`src/spm_pkg.sv`:
```
// Package for the segmented prediction MSE block: types, constants and codes.
`timescale 1ns / 1ps
package spm_pkg;

    // Depth of the per-axis error delay ring.
    localparam int RING_DEPTH = 16;
    localparam int PTR_W      = $clog2(RING_DEPTH);

    localparam int LBL_W  = 8;
    localparam int SMP_W  = 16;
    localparam int ERR_W  = SMP_W + 1;
    localparam int SQ_W   = 2 * SMP_W;
    localparam int SUM_W  = 46;
    localparam int CNT_W  = 13;
    localparam int MEAN_W = 32;
    localparam int AXES   = 3;

    // The divider retires one quotient bit per cycle.
    localparam int DIV_STEPS = SUM_W;
    localparam int DIV_CNT_W = $clog2(DIV_STEPS + 1);

    localparam int APB_ADDR_W = 4;
    localparam int APB_DATA_W = 32;

    localparam logic [CNT_W-1:0]        COUNT_LIMIT     = '1;
    localparam logic signed [LBL_W-1:0] STRONG_LOW_RST  = 8'sd9;
    localparam logic signed [LBL_W-1:0] STRONG_HIGH_RST = 8'sd14;
    localparam logic [CNT_W-1:0]        MAX_COUNT_RST   = 13'd4800;
    localparam logic [CNT_W-1:0]        MIN_COUNT_RST   = 13'd60;

    typedef struct packed {
        logic signed [LBL_W-1:0] state;
        logic signed [SMP_W-1:0] predicted_x;
        logic signed [SMP_W-1:0] predicted_y;
        logic signed [SMP_W-1:0] predicted_z;
        logic signed [SMP_W-1:0] actual_x;
        logic signed [SMP_W-1:0] actual_y;
        logic signed [SMP_W-1:0] actual_z;
    } t_in_item;

    typedef struct packed {
        logic              segment_done;
        logic              segment_trusted;
        logic [MEAN_W-1:0] mean_sq_x;
        logic [MEAN_W-1:0] mean_sq_y;
        logic [MEAN_W-1:0] mean_sq_z;
    } t_out_item;

    typedef struct packed {
        logic signed [LBL_W-1:0] strong_low;
        logic signed [LBL_W-1:0] strong_high;
        logic [CNT_W-1:0]        max_count;
        logic [CNT_W-1:0]        min_count;
    } t_cfg;

    typedef enum logic [1:0] {
        REG_STRONG_LOW  = 2'd0,
        REG_STRONG_HIGH = 2'd1,
        REG_MAX_COUNT   = 2'd2,
        REG_MIN_COUNT   = 2'd3
    } t_reg_idx;

    typedef enum logic [2:0] {
        S_IDLE,
        S_WRITE,
        S_READ,
        S_SQUARE,
        S_ACCUM,
        S_DIV,
        S_EMIT
    } t_state;

    // Commands from the controller to the datapath.
    typedef struct packed {
        logic capture;
        logic ring_write;
        logic ring_read;
        logic square;
        logic accum;
        logic clear;
        logic div_start;
        logic emit;
    } t_cmd;

    // Status from the datapath to the controller.
    typedef struct packed {
        logic close;
        logic in_range;
        logic count_sat;
        logic div_busy;
        logic out_free;
    } t_status;

endpackage

```
`src/spm_regs.sv`:
```
// Configuration register file with an APB-style access port.
`timescale 1ns / 1ps
module spm_regs (
    input  logic                             i_clk,
    input  logic                             i_rst_n,
    input  logic                             psel,
    input  logic                             penable,
    input  logic                             pwrite,
    input  logic [spm_pkg::APB_ADDR_W-1:0]   paddr,
    input  logic [spm_pkg::APB_DATA_W-1:0]   pwdata,
    output logic [spm_pkg::APB_DATA_W-1:0]   prdata,
    output logic                             pready,
    output spm_pkg::t_cfg                    o_cfg
);

    spm_pkg::t_cfg     r_cfg;
    spm_pkg::t_reg_idx w_idx;
    logic              w_wr;

    assign w_idx  = spm_pkg::t_reg_idx'(paddr[3:2]);
    assign w_wr   = psel && penable && pwrite;
    assign pready = 1'b1;
    assign o_cfg  = r_cfg;

    always_ff @(posedge i_clk) begin
        if (!i_rst_n) begin
            r_cfg.strong_low  <= spm_pkg::STRONG_LOW_RST;
            r_cfg.strong_high <= spm_pkg::STRONG_HIGH_RST;
            r_cfg.max_count   <= spm_pkg::MAX_COUNT_RST;
            r_cfg.min_count   <= spm_pkg::MIN_COUNT_RST;
        end else if (w_wr) begin
            unique case (w_idx)
                spm_pkg::REG_STRONG_LOW:  r_cfg.strong_low  <= pwdata[spm_pkg::LBL_W-1:0];
                spm_pkg::REG_STRONG_HIGH: r_cfg.strong_high <= pwdata[spm_pkg::LBL_W-1:0];
                spm_pkg::REG_MAX_COUNT:   r_cfg.max_count   <= pwdata[spm_pkg::CNT_W-1:0];
                spm_pkg::REG_MIN_COUNT:   r_cfg.min_count   <= pwdata[spm_pkg::CNT_W-1:0];
            endcase
        end
    end

    always_comb begin
        unique case (w_idx)
            spm_pkg::REG_STRONG_LOW:
                prdata = {{(spm_pkg::APB_DATA_W - spm_pkg::LBL_W){1'b0}}, r_cfg.strong_low};
            spm_pkg::REG_STRONG_HIGH:
                prdata = {{(spm_pkg::APB_DATA_W - spm_pkg::LBL_W){1'b0}}, r_cfg.strong_high};
            spm_pkg::REG_MAX_COUNT:
                prdata = {{(spm_pkg::APB_DATA_W - spm_pkg::CNT_W){1'b0}}, r_cfg.max_count};
            spm_pkg::REG_MIN_COUNT:
                prdata = {{(spm_pkg::APB_DATA_W - spm_pkg::CNT_W){1'b0}}, r_cfg.min_count};
        endcase
    end

endmodule

```
`src/spm_divider.sv`:
```
// Restoring divider that produces one quotient bit per cycle.
`timescale 1ns / 1ps
module spm_divider (
    input  logic                          i_clk,
    input  logic                          i_rst_n,
    input  logic                          i_start,
    input  logic [spm_pkg::SUM_W-1:0]     i_dividend,
    input  logic [spm_pkg::CNT_W-1:0]     i_divisor,
    output logic [spm_pkg::MEAN_W-1:0]    o_quotient,
    output logic                          o_busy
);

    localparam int SW = spm_pkg::SUM_W;
    localparam int CW = spm_pkg::CNT_W;
    localparam int KW = spm_pkg::DIV_CNT_W;

    logic [KW-1:0] r_step;
    logic [SW-1:0] r_quo;
    logic [CW:0]   r_rem;
    logic [CW-1:0] r_div;

    logic [CW:0]   w_shift;
    logic          w_ge;
    logic [CW:0]   w_rem_next;

    // The partial remainder stays below the divisor, so CW bits of it plus
    // the incoming dividend bit never overflow CW+1 bits.
    assign w_shift    = {r_rem[CW-1:0], r_quo[SW-1]};
    assign w_ge       = (w_shift >= {1'b0, r_div});
    assign w_rem_next = w_ge ? (w_shift - {1'b0, r_div}) : w_shift;

    always_ff @(posedge i_clk) begin
        if (!i_rst_n) begin
            r_step <= '0;
        end else if (i_start) begin
            r_step <= KW'(spm_pkg::DIV_STEPS);
        end else if (r_step != '0) begin
            r_step <= r_step - 1'b1;
        end
    end

    always_ff @(posedge i_clk) begin
        if (i_start) begin
            r_quo <= i_dividend;
            r_rem <= '0;
            r_div <= i_divisor;
        end else if (r_step != '0) begin
            r_quo <= {r_quo[SW-2:0], w_ge};
            r_rem <= w_rem_next;
        end
    end

    assign o_quotient = r_quo[spm_pkg::MEAN_W-1:0];
    assign o_busy     = (r_step != '0);

endmodule

```
`src/spm_datapath.sv`:
```
// Datapath: error ring, squaring, per-axis sums, count, dividers and output register.
`timescale 1ns / 1ps
module spm_datapath (
    input  logic                 i_clk,
    input  logic                 i_rst_n,
    input  spm_pkg::t_cfg        i_cfg,
    input  spm_pkg::t_in_item    i_in_data,
    input  spm_pkg::t_cmd        i_cmd,
    output spm_pkg::t_status     o_status,
    input  logic                 i_out_stall,
    output logic                 o_out_valid,
    output spm_pkg::t_out_item   o_out_data
);

    localparam int PW = spm_pkg::PTR_W;
    localparam int EW = spm_pkg::ERR_W;
    localparam int NA = spm_pkg::AXES;

    // Captured item.
    logic signed [spm_pkg::LBL_W-1:0] r_label;
    logic signed [spm_pkg::SMP_W-1:0] r_pred [NA];
    logic signed [spm_pkg::SMP_W-1:0] r_act  [NA];

    // Block state.
    logic signed [spm_pkg::SMP_W-1:0] r_last_pred [NA];
    logic signed [spm_pkg::LBL_W-1:0] r_prev_label;
    logic [PW-1:0]                    r_wp;
    logic [PW-1:0]                    r_tail;
    logic [spm_pkg::SUM_W-1:0]        r_sum [NA];
    logic [spm_pkg::CNT_W-1:0]        r_count;
    logic                             r_close;

    // Error ring: one row holds the three axes.
    logic [NA*EW-1:0]                 r_ring [spm_pkg::RING_DEPTH];
    logic [spm_pkg::RING_DEPTH-1:0]   r_ring_vld;
    logic [NA*EW-1:0]                 r_rd_row;
    logic                             r_rd_vld;

    logic [spm_pkg::SQ_W-1:0]         r_sq [NA];

    logic                             r_out_valid;
    spm_pkg::t_out_item               r_out_data;

    logic signed [EW-1:0]             w_err [NA];
    logic signed [EW-1:0]             w_rd_err [NA];
    logic [EW-1:0]                    w_mag [NA];
    logic [PW-1:0]                    w_wp_next;
    logic [PW:0]                      w_tail_sum;
    logic [PW-1:0]                    w_tail_next;
    logic                             w_close;
    logic                             w_strong;
    logic [spm_pkg::MEAN_W-1:0]       w_quo [NA];
    logic [NA-1:0]                    w_busy;

    always_comb begin
        for (int a = 0; a < NA; a++) begin
            w_err[a]    = $signed({r_act[a][spm_pkg::SMP_W-1], r_act[a]})
                        - $signed({r_last_pred[a][spm_pkg::SMP_W-1], r_last_pred[a]});
            w_rd_err[a] = $signed(r_rd_row[(NA-1-a)*EW +: EW]);
            w_mag[a]    = w_rd_err[a][EW-1] ? EW'(-w_rd_err[a]) : EW'(w_rd_err[a]);
        end
    end

    // The tail sits two places after the write slot, modulo the ring depth.
    assign w_wp_next   = (r_wp == PW'(spm_pkg::RING_DEPTH - 1)) ? '0 : (r_wp + 1'b1);
    assign w_tail_sum  = {1'b0, w_wp_next} + (PW+1)'(1);
    assign w_tail_next = (w_tail_sum >= (PW+1)'(spm_pkg::RING_DEPTH))
                       ? PW'(w_tail_sum - (PW+1)'(spm_pkg::RING_DEPTH))
                       : w_tail_sum[PW-1:0];

    assign w_close  = ((r_label != r_prev_label) && (r_count != '0))
                   || (r_count > i_cfg.max_count);
    assign w_strong = ($signed(r_label) >= $signed(i_cfg.strong_low))
                   && ($signed(r_label) <= $signed(i_cfg.strong_high));

    always_ff @(posedge i_clk) begin
        if (i_cmd.capture) begin
            r_label  <= i_in_data.state;
            r_pred[0] <= i_in_data.predicted_x;
            r_pred[1] <= i_in_data.predicted_y;
            r_pred[2] <= i_in_data.predicted_z;
            r_act[0]  <= i_in_data.actual_x;
            r_act[1]  <= i_in_data.actual_y;
            r_act[2]  <= i_in_data.actual_z;
        end
        if (i_cmd.ring_write) begin
            r_tail  <= w_tail_next;
            r_close <= w_close;
        end
    end

    always_ff @(posedge i_clk) begin
        if (i_cmd.ring_write) begin
            r_ring[r_wp] <= {w_err[0], w_err[1], w_err[2]};
        end
        if (i_cmd.ring_read) begin
            r_rd_row <= r_ring[r_tail];
            r_rd_vld <= r_ring_vld[r_tail];
        end
    end

    always_ff @(posedge i_clk) begin
        if (i_cmd.square) begin
            for (int a = 0; a < NA; a++) begin
                r_sq[a] <= r_rd_vld ? (w_mag[a][spm_pkg::SMP_W-1:0] * w_mag[a][spm_pkg::SMP_W-1:0])
                                    : '0;
            end
        end
    end

    always_ff @(posedge i_clk) begin
        if (!i_rst_n) begin
            r_wp         <= '0;
            r_ring_vld   <= '0;
            r_prev_label <= '0;
            r_count      <= '0;
            for (int a = 0; a < NA; a++) begin
                r_last_pred[a] <= '0;
                r_sum[a]       <= '0;
            end
        end else begin
            if (i_cmd.ring_write) begin
                r_wp             <= w_wp_next;
                r_ring_vld[r_wp] <= 1'b1;
                for (int a = 0; a < NA; a++) begin
                    r_last_pred[a] <= r_pred[a];
                end
            end
            if (i_cmd.clear || (i_cmd.emit && r_close)) begin
                r_count <= '0;
                for (int a = 0; a < NA; a++) begin
                    r_sum[a] <= '0;
                end
            end else if (i_cmd.accum) begin
                r_count <= r_count + 1'b1;
                for (int a = 0; a < NA; a++) begin
                    r_sum[a] <= r_sum[a] + {{(spm_pkg::SUM_W - spm_pkg::SQ_W){1'b0}}, r_sq[a]};
                end
            end
            if (i_cmd.emit) begin
                r_prev_label <= r_label;
            end
        end
    end

    for (genvar g = 0; g < NA; g++) begin : g_div
        spm_divider u_div (
            .i_clk      (i_clk),
            .i_rst_n    (i_rst_n),
            .i_start    (i_cmd.div_start),
            .i_dividend (r_sum[g]),
            .i_divisor  (r_count),
            .o_quotient (w_quo[g]),
            .o_busy     (w_busy[g])
        );
    end

    always_ff @(posedge i_clk) begin
        if (!i_rst_n) begin
            r_out_valid <= 1'b0;
        end else if (i_cmd.emit) begin
            r_out_valid <= 1'b1;
        end else if (!i_out_stall) begin
            r_out_valid <= 1'b0;
        end
    end

    always_ff @(posedge i_clk) begin
        if (i_cmd.emit) begin
            r_out_data.segment_done    <= r_close;
            r_out_data.segment_trusted <= r_close && (r_count >= i_cfg.min_count);
            r_out_data.mean_sq_x       <= r_close ? w_quo[0] : '0;
            r_out_data.mean_sq_y       <= r_close ? w_quo[1] : '0;
            r_out_data.mean_sq_z       <= r_close ? w_quo[2] : '0;
        end
    end

    assign o_status.close     = w_close;
    assign o_status.in_range  = w_strong;
    assign o_status.count_sat = (r_count == spm_pkg::COUNT_LIMIT);
    assign o_status.div_busy  = |w_busy;
    assign o_status.out_free  = !r_out_valid || !i_out_stall;

    assign o_out_valid = r_out_valid;
    assign o_out_data  = r_out_data;

endmodule

```
`src/spm_ctrl.sv`:
```
// Controller state machine that sequences one item through the datapath.
`timescale 1ns / 1ps
module spm_ctrl (
    input  logic              i_clk,
    input  logic              i_rst_n,
    input  logic              i_in_valid,
    input  spm_pkg::t_status  i_status,
    output spm_pkg::t_cmd     o_cmd,
    output logic              o_in_stall
);

    spm_pkg::t_state r_state;
    spm_pkg::t_state n_state;

    always_ff @(posedge i_clk) begin
        if (!i_rst_n) begin
            r_state <= spm_pkg::S_IDLE;
        end else begin
            r_state <= n_state;
        end
    end

    always_comb begin
        n_state    = r_state;
        o_cmd      = '0;
        o_in_stall = 1'b1;
        unique case (r_state)
            spm_pkg::S_IDLE: begin
                o_in_stall = 1'b0;
                if (i_in_valid) begin
                    o_cmd.capture = 1'b1;
                    n_state       = spm_pkg::S_WRITE;
                end
            end
            spm_pkg::S_WRITE: begin
                o_cmd.ring_write = 1'b1;
                priority if (i_status.close) begin
                    o_cmd.div_start = 1'b1;
                    n_state         = spm_pkg::S_DIV;
                end else if (i_status.in_range && !i_status.count_sat) begin
                    n_state = spm_pkg::S_READ;
                end else if (i_status.in_range) begin
                    n_state = spm_pkg::S_EMIT;
                end else begin
                    o_cmd.clear = 1'b1;
                    n_state     = spm_pkg::S_EMIT;
                end
            end
            spm_pkg::S_READ: begin
                o_cmd.ring_read = 1'b1;
                n_state         = spm_pkg::S_SQUARE;
            end
            spm_pkg::S_SQUARE: begin
                o_cmd.square = 1'b1;
                n_state      = spm_pkg::S_ACCUM;
            end
            spm_pkg::S_ACCUM: begin
                o_cmd.accum = 1'b1;
                n_state     = spm_pkg::S_EMIT;
            end
            spm_pkg::S_DIV: begin
                if (!i_status.div_busy) begin
                    n_state = spm_pkg::S_EMIT;
                end
            end
            spm_pkg::S_EMIT: begin
                if (i_status.out_free) begin
                    o_cmd.emit = 1'b1;
                    n_state    = spm_pkg::S_IDLE;
                end
            end
            default: begin
                n_state = spm_pkg::S_IDLE;
            end
        endcase
    end

endmodule

```
`src/segmented_prediction_mse_core.sv`:
```
// Top level of the segmented prediction mean-squared-error block.
// Path from input transfer to result in the output register: capture and ring write, then
// straight to the result when the segment is cleared or the count is saturated, through
// read, square and accumulate when a squared error is accumulated, or through the 46-step
// bit-serial divider on a segment close. A new item is taken only once the last is emitted.
// Reset is synchronous, active low, and clears control, sums and ring valid bits with no clearing pass.
`timescale 1ns / 1ps
module segmented_prediction_mse_core (
    input  logic                             i_clk,
    input  logic                             i_rst_n,

    // Input item channel.
    input  logic                             i_in_valid,
    output logic                             o_in_stall,
    input  spm_pkg::t_in_item                i_in_data,

    // Result channel.
    output logic                             o_out_valid,
    input  logic                             i_out_stall,
    output spm_pkg::t_out_item               o_out_data,

    // Configuration port.
    input  logic                             psel,
    input  logic                             penable,
    input  logic                             pwrite,
    input  logic [spm_pkg::APB_ADDR_W-1:0]   paddr,
    input  logic [spm_pkg::APB_DATA_W-1:0]   pwdata,
    output logic [spm_pkg::APB_DATA_W-1:0]   prdata,
    output logic                             pready
);

    // Every accepted item produces exactly one result transfer. The block
    // works on one item at a time: the controller takes a transfer only in
    // its idle state, walks the item through the datapath, and hands the
    // result to the output register. That register decouples the two sides,
    // so a new input transfer is taken while an earlier result still waits.

    spm_pkg::t_cfg    w_cfg;
    spm_pkg::t_cmd    w_cmd;
    spm_pkg::t_status w_status;

    // Configuration registers. Writes are expected only while the block is idle.
    spm_regs u_regs (
        .i_clk   (i_clk),
        .i_rst_n (i_rst_n),
        .psel    (psel),
        .penable (penable),
        .pwrite  (pwrite),
        .paddr   (paddr),
        .pwdata  (pwdata),
        .prdata  (prdata),
        .pready  (pready),
        .o_cfg   (w_cfg)
    );

    // The controller issues its commands step by step: capture, ring write with the
    // close decision, then either the divider run, the read-square-accumulate
    // sequence, or straight to the result.
    spm_ctrl u_ctrl (
        .i_clk      (i_clk),
        .i_rst_n    (i_rst_n),
        .i_in_valid (i_in_valid),
        .i_status   (w_status),
        .o_cmd      (w_cmd),
        .o_in_stall (o_in_stall)
    );

    // The datapath holds the error ring with a valid bit per row, so entries
    // never written square to zero. The read of the delayed error happens in the
    // cycle after the write, which also covers a two-entry ring where the
    // write slot and the delayed slot coincide.
    spm_datapath u_dp (
        .i_clk       (i_clk),
        .i_rst_n     (i_rst_n),
        .i_cfg       (w_cfg),
        .i_in_data   (i_in_data),
        .i_cmd       (w_cmd),
        .o_status    (w_status),
        .i_out_stall (i_out_stall),
        .o_out_valid (o_out_valid),
        .o_out_data  (o_out_data)
    );

endmodule

```
`config.mk`:
```
export PLATFORM = sky130hd
export DESIGN_NAME = segmented_prediction_mse_core
export DESIGN_NICKNAME = d
export VERILOG_FILES = /design/src/spm_pkg.sv /design/src/spm_regs.sv /design/src/spm_divider.sv /design/src/spm_datapath.sv /design/src/spm_ctrl.sv /design/src/segmented_prediction_mse_core.sv
export SDC_FILE = /design/constraint.sdc
export NUM_CORES = 2
export LEC_CHECK = 0
export ABC_AREA = 1
export BUFFER_PORTS_ARGS = -buffer_cell sky130_fd_sc_hd__buf_2
export CAP_MARGIN = 25
export CORE_ASPECT_RATIO = 0.8
export CORE_MARGIN = 5
export CORE_UTILIZATION = 45
export DETAILED_ROUTE_END_ITERATION = 6
export GPL_ROUTABILITY_DRIVEN = 0
export PLACE_DENSITY = 0.61
export REMOVE_ABC_BUFFERS = 1
export SYNTH_ARGS = -nofsm -noshare
export SYNTH_HDL_FRONTEND = slang
export SYNTH_SLANG_ARGS = --single-unit
```
`constraint.sdc`:
```
create_clock -name i_clk -period 8.3 [get_ports i_clk]
set_clock_uncertainty 0.2 [all_clocks]
set_input_delay 1.66 -clock i_clk [delete_from_list [all_inputs] [get_ports i_clk]]
set_output_delay 1.66 -clock i_clk [all_outputs]
set_load 0.01 [all_outputs]
```
==> flow_summary.yaml <==
clocking:
  ctsResizeCount: 0
  postCtsSetupBuffers: 0
  cts_tree: "yes"
  cts_buffers: 175
  htreeDepth: 4
  cts.path.max_buffers: 4
  clockRootBuffer: "clkbuf_16"
  clkSinkCount: 1649
  clk_pin_slew_ns: 0.06
  insertion_delay_ns: 0.88
  hold_buffers: 0
final_layout:
  fin_cells: 13400
  drive_gt1_share_pct: 7.16
  area_growth_pct: 10.3
  num-nets-final: 11500
  postLayoutCoreUtil_pct: 49.7
placed_design:
  dp_hpwl_um: 172000
  placed_cells: 13000
  io_buffers: 238
synthesis:
  synth_ff_type: "edfxtp_1"
  ys_top_cells_by_area: "edfxtp_1 (46%), fa_1 (9.9%), nand2_1 (6.7%), ha_1 (6.7%), inv_1 (6.5%)"
  synth_area_um2: 99100
  synthArstFlopShare_pct: 0
  synth_most_common_cell: "nand2_1"
  yosys.cell_types.count: 64
  ys_seq_area_share_pct: 48.5
  synthTopCellsByCount: "nand2_1 (1771), inv_1 (1724), edfxtp_1 (1505)"
  yosysTopAreaCell: "edfxtp_1"
  netlist_instances: 10100
  synth_edf_count: 1505
  avgSynthCellArea_um2: 9.83
  yosys_warnings: 0
  netlist.area_leader.share_pct: 45.6
  ys_ff_latch: 1649
setup_path:
  ff2ff_path_depth: 29
  r2r-start: "u_dp.r_rd_row[34]"
  cp-end-kind: "flop"
  path_common_cell: "fa_1"
  cp.arrival_ns: 8.23
  reg2reg_slack_ns: 0.54
  startpoint_type: "flop"
  cp.required_ns: 8.77
  r2r_end: "u_dp.r_sq[0][27]"
  critPathMaxFanout: 14
  cp_slowest_stage_delay_ns: 0.54
  worst_path_max_delay_cell: "edfxtp_1"
  path_class: "reg -> reg"
global_route:
  grt_usage_pct: 21.5
  first_global_vias: 69200
  grt_pass1_wl_um: 391000
  antenna_found_initial: 5
  grt_max_degree: 199
  grt_overflow: 0
floorplan:
  initial_utilization_pct: 45.1
  num_rows: 154
  core_area_um2: 220000
  die-area_um2: 230000
  ios: 280
  die_h_um: 430
  die_w_um: 535
route:
  drt_first_pass_iters: 6
  wl_per_cell_um: 18.7
  via_per_inst: 5.28
  drc: 0
  ant_nets: 0
  drtIter0Drc: 6294
  drt-total-wl_um: 250000
  vias: 70600
sta:
  report.final.slew_viol_count: 0
  tns_ns: 0
  period_share_pct: 93.4
  rsz0062_at_grt: "no"
  fin_crit_ns: 7.76
  hold_slack_ns: 0.265
  setup_viol: 0
  worst_pin_slew_ns: 1.09
  slew_headroom_pct: 27.6
  fmaxAchievable_ghz: 0.129
  finalHoldViolCount: 0
min_path:
  min_path_cells: 2
  hold_start: "u_dp.g_div[1].u_div.r_step[0]"
  hp-class: "reg -> reg"
  min_to: "u_dp.g_div[1].u_div.r_step[0]"
job:
  maxCapViolCount: 0
status:
  status: "finished, final reports clean"
metal layers:
layer | wire length [um] | global-route usage, % | vias to the layer above
met5 | 0 | 0 | -
met4 | 5110 | 4.75 | 0
met3 | 17500 | 3.16 | 325
met2 | 109000 | 32.8 | 2262
met1 | 119000 | 32.4 | 34100
li1 | - | - | 34000
layout by cell type (no fill, tap or decap), types with 18 or more instances in the layout:
cell type / count
ha_1: 528
buf_2: 238
o21ai_0: 638
dfxtp_1: 144
nor3_1: 60
nand3_1: 277
o21ai_1: 33
or2_2: 24
mux2i_1: 208
nand2_1: 1766
clkbuf_16: 176
fa_1: 492
a21oi_1: 728
o21bai_1: 35
a21o_1: 29
edfxtp_1: 1505
buf_4: 136
inv_1: 1721
clkinv_1: 47
nor4_1: 18
clkbuf_1: 36
clkinv_2: 31
xnor2_1: 54
o211ai_1: 231
a31oi_1: 27
nor2_1: 870
inv_2: 22
conb_1: 20
nand4_1: 52
nor2_4: 20
o21a_1: 26
xor2_1: 104
area by class of cell:
type | instances | area (um^2)
Fill cell | 20000 | 110000
Sequential cell | 1649 | 48100
Multi-Input combinational cell | 6387 | 43300
Inverter | 1761 | 6630
Clock buffer | 213 | 4550
Tap cell | 2886 | 3610
Timing Repair Buffer | 382 | 2360
Clock inverter | 93 | 761
Antenna cell | 2 | 5.00
state kept, by name (all words and copies together), names as in the netlist, 13 cells and up:
name / flops
u_dp.g_div.u_div.r_div: 13
u_dp.r_sum: 138
u_dp.r_sq: 93
u_dp.g_div.u_div.r_step: 18
u_dp.g_div.u_div.r_rem: 39
u_dp.r_ring_vld: 16
u_dp.r_last_pred: 48
u_dp.g_div.u_div.r_quo: 138
u_dp.r_ring: 816
u_dp.r_rd_row: 51
u_dp.o_out_data: 98
u_dp.r_count: 13
u_dp.r_act: 48
u_dp.r_pred: 48
u_regs.o_cfg: 42
worst max-delay path: cells and delay by family (launching register included):
| family | cells | cell delay (ns) |
|---|---|---|
| adder cells (fa/ha/maj) | 8 | 3.62 |
| AO/OA/AOI/OAI | 7 | 1.44 |
| AND/OR/NAND/NOR | 7 | 0.93 |
| buffers and inverters | 6 | 0.64 |
| flip-flops | 1 | 0.54 |
| XOR/XNOR | 1 | 0.15 |
metrics by stage:
stage | area [um^2] | worst slack (ns)
3_3_place_gp | 104000 | 0.655
2_1_floorplan | 97800 | -5.54
6_report | 109000 | 0.545
4_1_cts | 109000 | 0.506
5_1_grt | 109000 | 0.0486
3_5_place_dp | 104000 | 0.531
cells by family (layout without fill, tap and decap cells):
| group | count (synthesis) | after routing | synth area share (%) |
|---|---|---|---|
| simple gates | 3155 | 3155 | 12.9 |
| buf+inv | 2063 | 2449 | 8.08 |
| compound gates | 1814 | 1814 | 10.2 |
| flops | 1649 | 1649 | 48.5 |
| fa+ha+maj | 1020 | 1020 | 16.6 |
| mux | 208 | 208 | 2.10 |
| xor+xnor | 170 | 170 | 1.61 |
| other cells | 2 | 22 | 0.00758 |
worst max-delay path by stage:
stage | start | to | cells after the start
2_1_floorplan | u_dp.r_tail[0] | u_dp.r_rd_row[24] | 4
3_3_place_gp | u_dp.r_rd_row[0] | u_dp.r_sq[0][87] | 30
3_5_place_dp | u_dp.r_rd_row[0] | u_dp.r_sq[0][87] | 30
4_1_cts | u_dp.r_rd_row[0] | u_dp.r_sq[0][87] | 30
5_1_grt | u_dp.r_rd_row[34] | u_dp.r_sq[0][31] | 30
6_report | u_dp.r_rd_row[34] | u_dp.r_sq[0][27] | 29
Power is left out: the tool's default activity adds up to more than one toggle a clock period on the data nets, which glitch-free logic cannot reach.
